===== config.mk =====
export PLATFORM = sky130hd
export DESIGN_NAME = shared_buffer_multi_queue
export DESIGN_NICKNAME = d
export VERILOG_FILES = /design/src/shq_pkg.sv /design/src/shared_buffer_multi_queue.sv /design/src/shq_ram.sv /design/src/shq_ptr_unit.sv
export VERILOG_INCLUDE_DIRS = /design/src /design/src/src
export SDC_FILE = /design/constraint.sdc
export NUM_CORES = 1
export LEC_CHECK = 0
export BUFFER_PORTS_ARGS = -buffer_cell sky130_fd_sc_hd__buf_4
export CAP_MARGIN = 20
export CORE_UTILIZATION = 60
export CTS_BUF_LIST = sky130_fd_sc_hd__clkbuf_4 sky130_fd_sc_hd__clkbuf_8
export DETAILED_ROUTE_END_ITERATION = 10
export PLACE_DENSITY_LB_ADDON = 0.3
export SLEW_MARGIN = 15
export SYNTH_ARGS = -nofsm -noshare
export SYNTH_HDL_FRONTEND = slang
export SYNTH_HIERARCHICAL = 1
export SYNTH_SLANG_ARGS = --single-unit
export TNS_END_PERCENT = 5

===== constraint.sdc =====
create_clock -name clk -period 14.65 [get_ports clk]
set_input_delay 1.465 -clock clk [delete_from_list [all_inputs] [get_ports clk]]
set_output_delay 1.465 -clock clk [all_outputs]
set_load 0.01 [all_outputs]

===== src/shared_buffer_multi_queue_defines.svh =====
// Assertion macros shared by the shared-buffer queue RTL.
`ifndef SHARED_BUFFER_MULTI_QUEUE_DEFINES_SVH
`define SHARED_BUFFER_MULTI_QUEUE_DEFINES_SVH

// Same-cycle implication, checked at every rising edge outside reset.
`define SHQ_ASSERT_NOW(label, ante, cons, msg) \
  label: assert property (@(posedge clk) disable iff (rst) (ante) |-> (cons)) \
    else $error(msg);

// Next-cycle implication, checked at every rising edge outside reset.
`define SHQ_ASSERT_NEXT(label, ante, cons, msg) \
  label: assert property (@(posedge clk) disable iff (rst) (ante) |=> (cons)) \
    else $error(msg);

`endif


===== src/shq_pkg.sv =====
// Shared constants, codes and interface types of the shared-buffer queue block.
package shq_pkg;

  // Sizing of the slot store and the queue set.
  localparam int NUM_SLOTS  = 16;
  localparam int NUM_QUEUES = 4;

  // Fixed field widths of the item and result.
  localparam int DATA_W   = 32;
  localparam int QID_W    = 2;
  localparam int STATUS_W = 2;

  // A pointer holds a slot number or the null value NUM_SLOTS.
  localparam int PTR_W  = $clog2(NUM_SLOTS + 1);
  localparam int SLOT_W = $clog2(NUM_SLOTS);
  localparam int QIDX_W = (NUM_QUEUES > 1) ? $clog2(NUM_QUEUES) : 1;
  localparam logic [PTR_W-1:0] NIL_PTR = PTR_W'(NUM_SLOTS);

  // Operation codes.
  localparam logic OP_ENQ = 1'b0;
  localparam logic OP_DEQ = 1'b1;

  // Status codes.
  localparam logic [STATUS_W-1:0] ST_OK    = 2'd0;
  localparam logic [STATUS_W-1:0] ST_FULL  = 2'd1;
  localparam logic [STATUS_W-1:0] ST_EMPTY = 2'd2;

  // Operation as seen when the item is accepted (drives the memory reads).
  typedef struct packed {
    logic             op;
    logic [QID_W-1:0] qid;
  } shq_issue_t;

  // Operation as seen when the item completes (drives all updates).
  typedef struct packed {
    logic             fire;
    logic             op;
    logic [QID_W-1:0] qid;
  } shq_finish_t;

  // Write request to the link memory.
  typedef struct packed {
    logic              en;
    logic [SLOT_W-1:0] addr;
    logic [PTR_W-1:0]  data;
  } shq_link_wr_t;

  // Write request to the data memory; the data comes from the held item.
  typedef struct packed {
    logic              en;
    logic [SLOT_W-1:0] addr;
  } shq_slot_wr_t;

endpackage


===== src/shared_buffer_multi_queue.sv =====
// Several FIFO queues sharing one slot store: each item is an enqueue or a
// dequeue on one queue and gives one result with data and status. When an
// item is accepted the link and data memories are read at the slot the
// operation needs; when it completes the pointers are updated, one link and
// one data entry are written back and the result is loaded into the output
// register. A new item is taken only after the last one has completed; a
// stalled result holds the item in progress until the output register can
// take it. No clearing pass is needed after reset.
module shared_buffer_multi_queue import shq_pkg::*; (
  input  logic                       clk,
  input  logic                       rst,
  input  logic                       in_valid,
  output logic                       in_ready,
  input  logic                       op,
  input  logic [QID_W-1:0]           queue_id,
  input  logic signed [DATA_W-1:0]   data_in,
  output logic                       out_valid,
  input  logic                       out_ready,
  output logic signed [DATA_W-1:0]   data_out,
  output logic [STATUS_W-1:0]        status
);

  typedef enum logic [1:0] {
    S_IDLE = 2'b01,
    S_BUSY = 2'b10
  } state_t;

  state_t state;
  state_t state_next;

  logic                accept;
  logic                finish;
  logic                op_r;
  logic [QID_W-1:0]    qid_r;
  logic [DATA_W-1:0]   data_r;
  logic [PTR_W-1:0]    link_rd;
  logic [DATA_W-1:0]   data_rd;
  logic [SLOT_W-1:0]   link_rd_addr;
  logic [SLOT_W-1:0]   data_rd_addr;
  logic [STATUS_W-1:0] fin_status;
  shq_issue_t          issue;
  shq_finish_t         fin;
  shq_link_wr_t        link_wr;
  shq_slot_wr_t        slot_wr;

  // Handshake and sequencing.
  assign in_ready = (state == S_IDLE);
  assign accept   = in_valid && in_ready;
  assign finish   = (state == S_BUSY) && (!out_valid || out_ready);

  always_comb begin
    case (state)
      S_IDLE:  state_next = accept ? S_BUSY : S_IDLE;
      S_BUSY:  state_next = finish ? S_IDLE : S_BUSY;
      default: state_next = S_IDLE;
    endcase
  end

  always_ff @(posedge clk) begin
    if (rst) begin
      state <= S_IDLE;
    end else begin
      state <= state_next;
    end
  end

  // Hold the accepted item for the update cycle.
  always_ff @(posedge clk) begin
    if (accept) begin
      op_r   <= op;
      qid_r  <= queue_id;
      data_r <= data_in;
    end
  end

  assign issue.op  = op;
  assign issue.qid = queue_id;
  assign fin.fire  = finish;
  assign fin.op    = op_r;
  assign fin.qid   = qid_r;

  shq_ptr_unit u_ptr (
    .clk          (clk),
    .rst          (rst),
    .issue        (issue),
    .fin          (fin),
    .link_rd      (link_rd),
    .link_rd_addr (link_rd_addr),
    .data_rd_addr (data_rd_addr),
    .link_wr      (link_wr),
    .slot_wr      (slot_wr),
    .status       (fin_status)
  );

  // Next-slot links of queues and the recycled list.
  shq_ram #(
    .DEPTH (NUM_SLOTS),
    .WIDTH (PTR_W)
  ) u_link_ram (
    .clk     (clk),
    .wr_en   (link_wr.en),
    .wr_addr (link_wr.addr),
    .wr_data (link_wr.data),
    .rd_en   (accept),
    .rd_addr (link_rd_addr),
    .rd_data (link_rd)
  );

  // Slot payloads.
  shq_ram #(
    .DEPTH (NUM_SLOTS),
    .WIDTH (DATA_W)
  ) u_data_ram (
    .clk     (clk),
    .wr_en   (slot_wr.en),
    .wr_addr (slot_wr.addr),
    .wr_data (data_r),
    .rd_en   (accept),
    .rd_addr (data_rd_addr),
    .rd_data (data_rd)
  );

  // Output register: valid flag under reset, payload loaded on completion.
  always_ff @(posedge clk) begin
    if (rst) begin
      out_valid <= 1'b0;
    end else if (finish) begin
      out_valid <= 1'b1;
    end else if (out_ready) begin
      out_valid <= 1'b0;
    end
  end

  always_ff @(posedge clk) begin
    if (finish) begin
      status   <= fin_status;
      data_out <= ((op_r == OP_DEQ) && (fin_status == ST_OK)) ? data_rd : '0;
    end
  end

endmodule


===== src/shq_ram.sv =====
// Generic single-write, single-read synchronous RAM with registered read data.
module shq_ram #(
  parameter int DEPTH = 16,
  parameter int WIDTH = 32
) (
  input  logic                     clk,
  input  logic                     wr_en,
  input  logic [$clog2(DEPTH)-1:0] wr_addr,
  input  logic [WIDTH-1:0]         wr_data,
  input  logic                     rd_en,
  input  logic [$clog2(DEPTH)-1:0] rd_addr,
  output logic [WIDTH-1:0]         rd_data
);

  logic [WIDTH-1:0] mem [DEPTH];

  // Write port.
  always_ff @(posedge clk) begin
    if (wr_en) begin
      mem[wr_addr] <= wr_data;
    end
  end

  // Read port; the data holds while no read is issued.
  always_ff @(posedge clk) begin
    if (rd_en) begin
      rd_data <= mem[rd_addr];
    end
  end

endmodule


===== src/shq_ptr_unit.sv =====
// Queue head/tail pointers, free list and slot allocation for the shared buffer.
`include "shared_buffer_multi_queue_defines.svh"
module shq_ptr_unit import shq_pkg::*; (
  input  logic                clk,
  input  logic                rst,
  input  shq_issue_t          issue,
  input  shq_finish_t         fin,
  input  logic [PTR_W-1:0]    link_rd,
  output logic [SLOT_W-1:0]   link_rd_addr,
  output logic [SLOT_W-1:0]   data_rd_addr,
  output shq_link_wr_t        link_wr,
  output shq_slot_wr_t        slot_wr,
  output logic [STATUS_W-1:0] status
);

  // Per-queue pointers. Recycled slots form a list threaded through the link
  // memory; slots never used yet are handed out in order by a fill count.
  logic [PTR_W-1:0] head [NUM_QUEUES];
  logic [PTR_W-1:0] tail [NUM_QUEUES];
  logic [PTR_W-1:0] free_head;
  logic [PTR_W-1:0] fresh;

  logic [QIDX_W-1:0] iq;
  logic [QIDX_W-1:0] fq;
  logic [PTR_W-1:0]  head_iss;
  logic [PTR_W-1:0]  head_q;
  logic [PTR_W-1:0]  tail_q;
  logic [PTR_W-1:0]  enq_slot;
  logic              q_ok;
  logic              recycled;
  logic              fresh_left;
  logic              enq_ok;
  logic              deq_ok;
  logic              is_enq;

  // Read addresses at accept: the free-list head for an enqueue, the queue
  // head for a dequeue.
  always_comb begin
    iq           = QIDX_W'(issue.qid);
    head_iss     = head[iq];
    link_rd_addr = (issue.op == OP_ENQ) ? SLOT_W'(free_head) : SLOT_W'(head_iss);
    data_rd_addr = SLOT_W'(head_iss);
  end

  // Decisions at completion.
  always_comb begin
    fq         = QIDX_W'(fin.qid);
    q_ok       = 32'(fin.qid) < 32'(NUM_QUEUES);
    head_q     = head[fq];
    tail_q     = tail[fq];
    recycled   = free_head != NIL_PTR;
    fresh_left = fresh != NIL_PTR;
    is_enq     = fin.op == OP_ENQ;
    enq_ok     = q_ok && (recycled || fresh_left);
    deq_ok     = q_ok && (head_q != NIL_PTR);
    enq_slot   = recycled ? free_head : fresh;

    if (is_enq) begin
      status = enq_ok ? ST_OK : ST_FULL;
    end else begin
      status = deq_ok ? ST_OK : ST_EMPTY;
    end

    // An enqueue links the new slot after a non-empty queue's tail; a
    // dequeue pushes the old head onto the recycled list.
    link_wr.en   = fin.fire && ((is_enq && enq_ok && (head_q != NIL_PTR)) ||
                                (!is_enq && deq_ok));
    link_wr.addr = is_enq ? SLOT_W'(tail_q) : SLOT_W'(head_q);
    link_wr.data = is_enq ? enq_slot : free_head;

    slot_wr.en   = fin.fire && is_enq && enq_ok;
    slot_wr.addr = SLOT_W'(enq_slot);
  end

  // Pointer update. The tail slot's link is never used: a dequeue of the
  // tail slot empties the queue directly.
  always_ff @(posedge clk) begin
    if (rst) begin
      for (int i = 0; i < NUM_QUEUES; i++) begin
        head[i] <= NIL_PTR;
        tail[i] <= NIL_PTR;
      end
      free_head <= NIL_PTR;
      fresh     <= '0;
    end else if (fin.fire) begin
      if (is_enq && enq_ok) begin
        if (recycled) begin
          free_head <= link_rd;
        end else begin
          fresh <= fresh + PTR_W'(1);
        end
        if (head_q == NIL_PTR) begin
          head[fq] <= enq_slot;
        end
        tail[fq] <= enq_slot;
      end else if (!is_enq && deq_ok) begin
        head[fq]  <= (head_q == tail_q) ? NIL_PTR : link_rd;
        free_head <= head_q;
      end
    end
  end

  // The fill count never passes the store size.
  `SHQ_ASSERT_NOW(a_fresh_bound, 1'b1, fresh <= NIL_PTR, "fill count beyond store size")

  // A successful dequeue puts the old head slot at the front of the free list.
  `SHQ_ASSERT_NEXT(a_deq_recycle, fin.fire && !is_enq && deq_ok, free_head == $past(head_q), "dequeued slot not recycled")

  // A successful enqueue makes the new slot the queue's tail.
  `SHQ_ASSERT_NEXT(a_enq_tail, fin.fire && is_enq && enq_ok, tail[$past(fq)] == $past(enq_slot), "enqueued slot not at tail")

endmodule


======== After elaboration in Yosys (flattened, before gate mapping) ========
Memories as Yosys holds them, arrays and structs flattened. A register that Yosys moved wholly into a read port is not among the register bits.
Cells that the tools add are included.
storage, ports and cells
  register bits after elaboration ......... 82
  RAM bits ................................ 632
  output and inout port bits .............. 36
  memories ................................ 4
cells by class
  add/sub/neg operators ................... 1
  eq/ne operators ......................... 8
  muxes and demuxes ....................... 45
  bitwise operators ....................... 3
  reductions and logical operators ........ 20
memories
  memory          depth  width  rd ports  clocked after memory_dff  wr ports  line                RTL
  u_data_ram.mem  16     32     1         1                         1         shq_ram.sv:15       logic [WIDTH-1:0] mem [DEPTH];
  u_link_ram.mem  16     5      1         1                         1         shq_ram.sv:15
  u_ptr.head      4      5      2         1                         4         shq_ptr_unit.sv:18  logic [PTR_W-1:0] head [NUM_QUEUES];
  u_ptr.tail      4      5      1         1                         4         shq_ptr_unit.sv:19  logic [PTR_W-1:0] tail [NUM_QUEUES];
operators by type and width
  kind                                                 count
  2-to-1 mux 5 bit                                     9
  2-to-1 mux 1 bit                                     25
  2-to-1 mux 2 bit                                     8
  != test 5 bit, second input constant                 3
  OR reduction 5 bit                                   2
  logical AND 1 bit                                    9
  2-to-1 mux 4 bit                                     2
  AND reduction 3 bit                                  2
  adder 5 x 1 -> 5 bit, second input constant          1
  equality test 5 bit                                  1
  equality test 5 bit, second input constant           1
  case mux 2 bit (2 select lines)                      1
  nonzero test 2 bit                                   2
  logical OR 1 bit                                     3
  equality test 2 x 1 -> 1 bit, second input constant  1
  equality test 2 bit, second input constant           1
  logical NOT 2 bit                                    1
  != test 2 x 1 -> 1 bit, second input constant        1
  NOT 1 bit                                            2
  logical NOT 1 bit                                    1
  bitwise OR 1 bit                                     1

======== Longest topological paths before layout ========
  depth after elaboration ................. 10
  depth in mapped cells ................... 10
  mapped depth without buffers ............ 9

======== By module ========
Netlist, hierarchy kept.
modules (own cells, without submodules)
  module                     times used  cells an instance  area an instance (µm²)
  shq_ram at u_data_ram      1           838                20174.3
  shq_ram at u_link_ram      1           155                3263.1
  shq_ptr_unit               1           273                2944.1
  shared_buffer_multi_queue  1           123                2499.9

======== Worst setup path after synthesis ========
OpenSTA, ideal clock, no wires.
  kind .................................... input port to flip-flop
  start point ............................. input port out_ready
  end point ............................... memory u_data_ram.mem[0][0], enable pin
  setup time .............................. 461 ps
  arrival time ............................ 6311 ps
  data required time ...................... 14189 ps
  slack ................................... 7878 ps
  stages .................................. 7
  path buffers ............................ 1
  path through ............................ nand2b_1 > and2_1 > clkbuf_1 > inv_1 > a311oi_1 > or3b_2 > nor3_1
RTL lines
  what                line                             RTL
  start: declaration  shared_buffer_multi_queue.sv:18  input logic out_ready,
  end: declaration    shq_ram.sv:15

======== Worst setup path in the final report ========
  start point ............................. input port queue_id[0]
  end point ............................... register u_data_ram.rd_data[17] (read register of u_data_ram.mem), data pin
between the ends
  longest elaborated chain between the ends .. 1
ends and longest elaborated chain
  what                     line                             RTL
  start: declaration       shared_buffer_multi_queue.sv:15  input logic [QID_W-1:0] queue_id,
  memory read (4 x 5 bit)  -
  via data_rd_addr[0]      shared_buffer_multi_queue.sv:39  logic [SLOT_W-1:0] data_rd_addr;
  end: declaration         shq_ram.sv:12                    output logic [WIDTH-1:0] rd_data
The timed path passes the listed nets, and every way through them passes these cells.
A chain may end at the register's enable or synchronous reset.

==> flow_summary.ini <==
[status]
status = finished, final reports clean

[power]
switching_share_pct = 21.98
seq_power_share_pct = 56.4
power.density_nw_per_um2 = 135.6
power.net_switching_mw = 0.9711
leakage_nw = 10.44
power.share.combinational_pct = 6.1
max-vdd-ir-drop_mv = 0.1234
clockPowerShare_pct = 37.4
power.internal_mw = 3.446

[logic_synthesis]
post_synth_inst_count = 1389
combinational_family_with_the_most_area_after_synthesis = multiplexers
synth_cell_types = 57
ys_warns = 6
synthesis.area_per_instance_um2 = 20.79
synth_enable_flop_cells = 738
synthXorXnorAreaFrac_pct = 0.2426
share_of_synthesized_cell_area_in_and_or_nand_and_nor_gates_pct = 4.155
sequential_area_share_after_synthesis_pct = 77.63
synth-seq-cells = 751
post_synth_mux_area_share_pct = 12.89
post_synth_instance_area_um2 = 28880
post-synth-top-area-fraction_pct = 76.73
post_synthesis_net_count = 1433
largest_area_contributor_in_the_netlist = edfxtp_1
most_repeated_cell_in_the_gate_level_netlist_after_synthesis = edfxtp_1
ys_async_sr_fraction_pct = 0
synthAdderAreaFrac_pct = 0.2166
synth-compound-area-share_pct = 3.310
most_frequent_cells_after_synthesis = edfxtp_1 (738), mux4_2 (160), nand2_1 (71), a22oi_1 (69), nor2_1 (55)
leading_post_synthesis_cells_by_cell_area = edfxtp_1 (77%), mux4_2 (12%), a22oi_1 (1.8%), nand2_1 (0.92%), dfxtp_1 (0.90%)
synth_top_flop_cell = edfxtp_1

[floorplan]
die_y_um = 221.4
rows = 80
die_w_um = 221.4
ios = 75
die_area_um2 = 49020
initial_utilization_pct = 60.62
fp.coreArea_um2 = 47650

[run]
timing.max_cap.violations = 0

[clocking]
worst_setup_hold_path_clk_slew_ns = 0.06
numClockSinks = 751
cts_tree = done
post-cts-setup-buffers = 0
cts-root-buf = clkbuf_8
clkLatencyLatePin_ns = 0.71
cts_resized = 0
clock_tree.htree_level_count = 3
ctsHoldBuffers = 0
numCtsBuffers = 115
clk_path_buf_depth = 3

[routing]
via_count = 14030
via_cell_ratio = 6.240
drt-wirelength-per-cell_um = 25.53
ant_nets = 0
met1Wirelength_um = 22840
met2_wirelength_um = 28760
routed.top_layer = met4
wl_met3_um = 4327
wire_length_after_detailed_routing_um = 57430
drt-initial-drc-count = 1326
number_of_design_rule_violations_left_after_detail_routing = 0
drt-pass1-iter-count = 5

[global_route]
grt_pass1_vias = 14610
grt_pass1_wl_um = 87570
grt_antenna_before_repair = 1
grt_max_degree = 73
grt_use_total_pct = 24.22
globalRoute.totalOverflow = 0

[timing]
tns_ns = 0
max_slew_margin_pct = 23.74
setup-violations-final = 0
fin_skew_ns = 0.03405
worst_slew_pin_slew_ns = 1.141
report.final.hold_viol_count = 0
maxClockFrequency_ghz = 0.2047
finalCritPeriodShare_pct = 33.35
grt_setup_unrepaired = false
final_period_minus_worst_setup_slack_ns = 4.886
timing_max_transition_violations_final = 0

[final_layout]
final.fill_count = 2902
final_nets = 1586
drive_above_1_share_pct = 30.31
finalCoreUtilization_pct = 68.40
syn2layout_area_growth_pct = 12.83
stdcell_area_um2 = 32590

[setup_path]
timing.critical_path.mode_cell = buf_4
worst_setup_path_end_kind = flop
critical_path.startpoint_type = input pin
worst_ep_required_time_ns = 15.08
worst-path-max-fanout = 50
path_delay_family = buffers and inverters
worst-endpoint-arrival_ns = 5.31
critical_path_type = input pin to flop
crit_chain = buf_4 > mux4_4 > buf_4 > buf_4 > mux4_2 > a22oi_1 > nand2_1
worstPathBufferInverterCount = 3
slowest_stage = buf_4
worst_path_largest_cell_delay_ns = 0.92

[placed_design]
gp_routability_congestion = 0.8525
place_area_um2 = 30350
hpwl_um = 33420
place.port_buffers = 74

[worst_hold_path]
hold_path.class = flop to flop
-- per-layer routing --
metal | vias up | track usage, %
met5 | - | 0
met1 | 7244 | 32.80
met2 | 609 | 40.12
met3 | 123 | 4.900
li1 | 6058 | -
met4 | 0 | 7.783
-- metrics by stage --
stage	instances	setup WS, ns	hold WS [ns]	power (mW)
floorplan	1389	7.878	0.4763	2.708
global placement	2030	8.973	0.4993	2.799
CTS	2247	9.628	0.5224	4.451
detailed placement	2039	8.904	0.5080	2.809
global route	2249	9.389	0.5372	4.559
finish	2249	9.764	0.5211	4.417
-- layout by cell type (no fill, tap or decap), types with 4 or more instances in the layout --
cell / Yosys / routed
o31ai_1: 4 / 4
dfxtp_1: 13 / 13
clkbuf_4: 0 / 36
a31o_2: 4 / 4
nand3b_1: 5 / 5
a41o_1: 7 / 7
nand2_1: 71 / 71
edfxtp_1: 738 / 738
a211oi_1: 6 / 6
nand3_1: 17 / 17
and2_1: 14 / 12
mux4_2: 160 / 158
buf_12: 0 / 8
bufinv_16: 0 / 4
mux2i_1: 4 / 4
nor3_1: 18 / 14
a22oi_1: 69 / 69
nand2b_1: 9 / 9
a21oi_1: 7 / 7
nor2b_1: 8 / 6
inv_1: 22 / 21
buf_4: 12 / 96
clkinv_1: 1 / 37
xor2_1: 5 / 5
o32ai_1: 6 / 6
nor2_1: 55 / 42
nor2_4: 0 / 13
clkbuf_8: 0 / 116
and2_2: 22 / 24
ha_1: 5 / 5
clkinv_2: 0 / 14
-- state kept, by name, summed over array words and instances, names as in the netlist, 20 cells and up --
| signal | flops |
|---|---|
| u_link_ram/mem | 80 |
| data_r | 32 |
| u_ptr/head | 20 |
| u_ptr/tail | 20 |
| data_out | 32 |
| u_data_ram/rd_data | 32 |
| u_data_ram/mem | 512 |
-- layout make-up --
class                   count  area (µm²)  share of cell area, %
clock buffers             152        1867                  5.729
diodes                      1       2.502               0.007679
repair buffers            106       935.9                  2.872
well taps                 615       769.5                  2.361
clock inverters            56       341.6                  1.048
flip-flops and latches    751       22420                  68.80
multi-input cells         545        6161                  18.91
inverters                  23       88.84                 0.2726
-- worst min-delay path: stages, from the launching register on --
cell and delay (ns):
dfxtp_1 0.32, nand3b_1 0.09, a211oi_1 0.06
-- cell families (layout without fill, tap and decap cells) --
family | Yosys count | count (layout)
flops | 751 | 751
simple gates | 238 | 238
mux | 168 | 168
compound gates | 126 | 126
buf+inv | 93 | 337
xor+xnor | 8 | 8
fa+ha+maj | 5 | 5
other cells | 0 | 1
-- power groups by stage --
stage               logic, mW  registers, mW  clock network (mW)
detailed placement      0.271           2.54                   0
floorplan               0.197           2.51                   0
CTS                     0.272           2.49                1.68
global placement        0.266           2.53                   0
global route            0.292           2.50                1.77
finish                  0.271           2.49                1.65
-- final timing paths --
path               startpoint                      to  slack, ns  depth (start not counted)
setup / recovery  queue_id[0]  u_data_ram/rd_data[17]       9.76                          7
hold / removal      out_valid                state[1]       0.52                          2
setup reg to reg     qid_r[0]    u_link_ram/mem[0][1]       9.97                          6
hold reg to reg     out_valid                state[1]       0.52                          2
(Power assumes the default switching activity.)
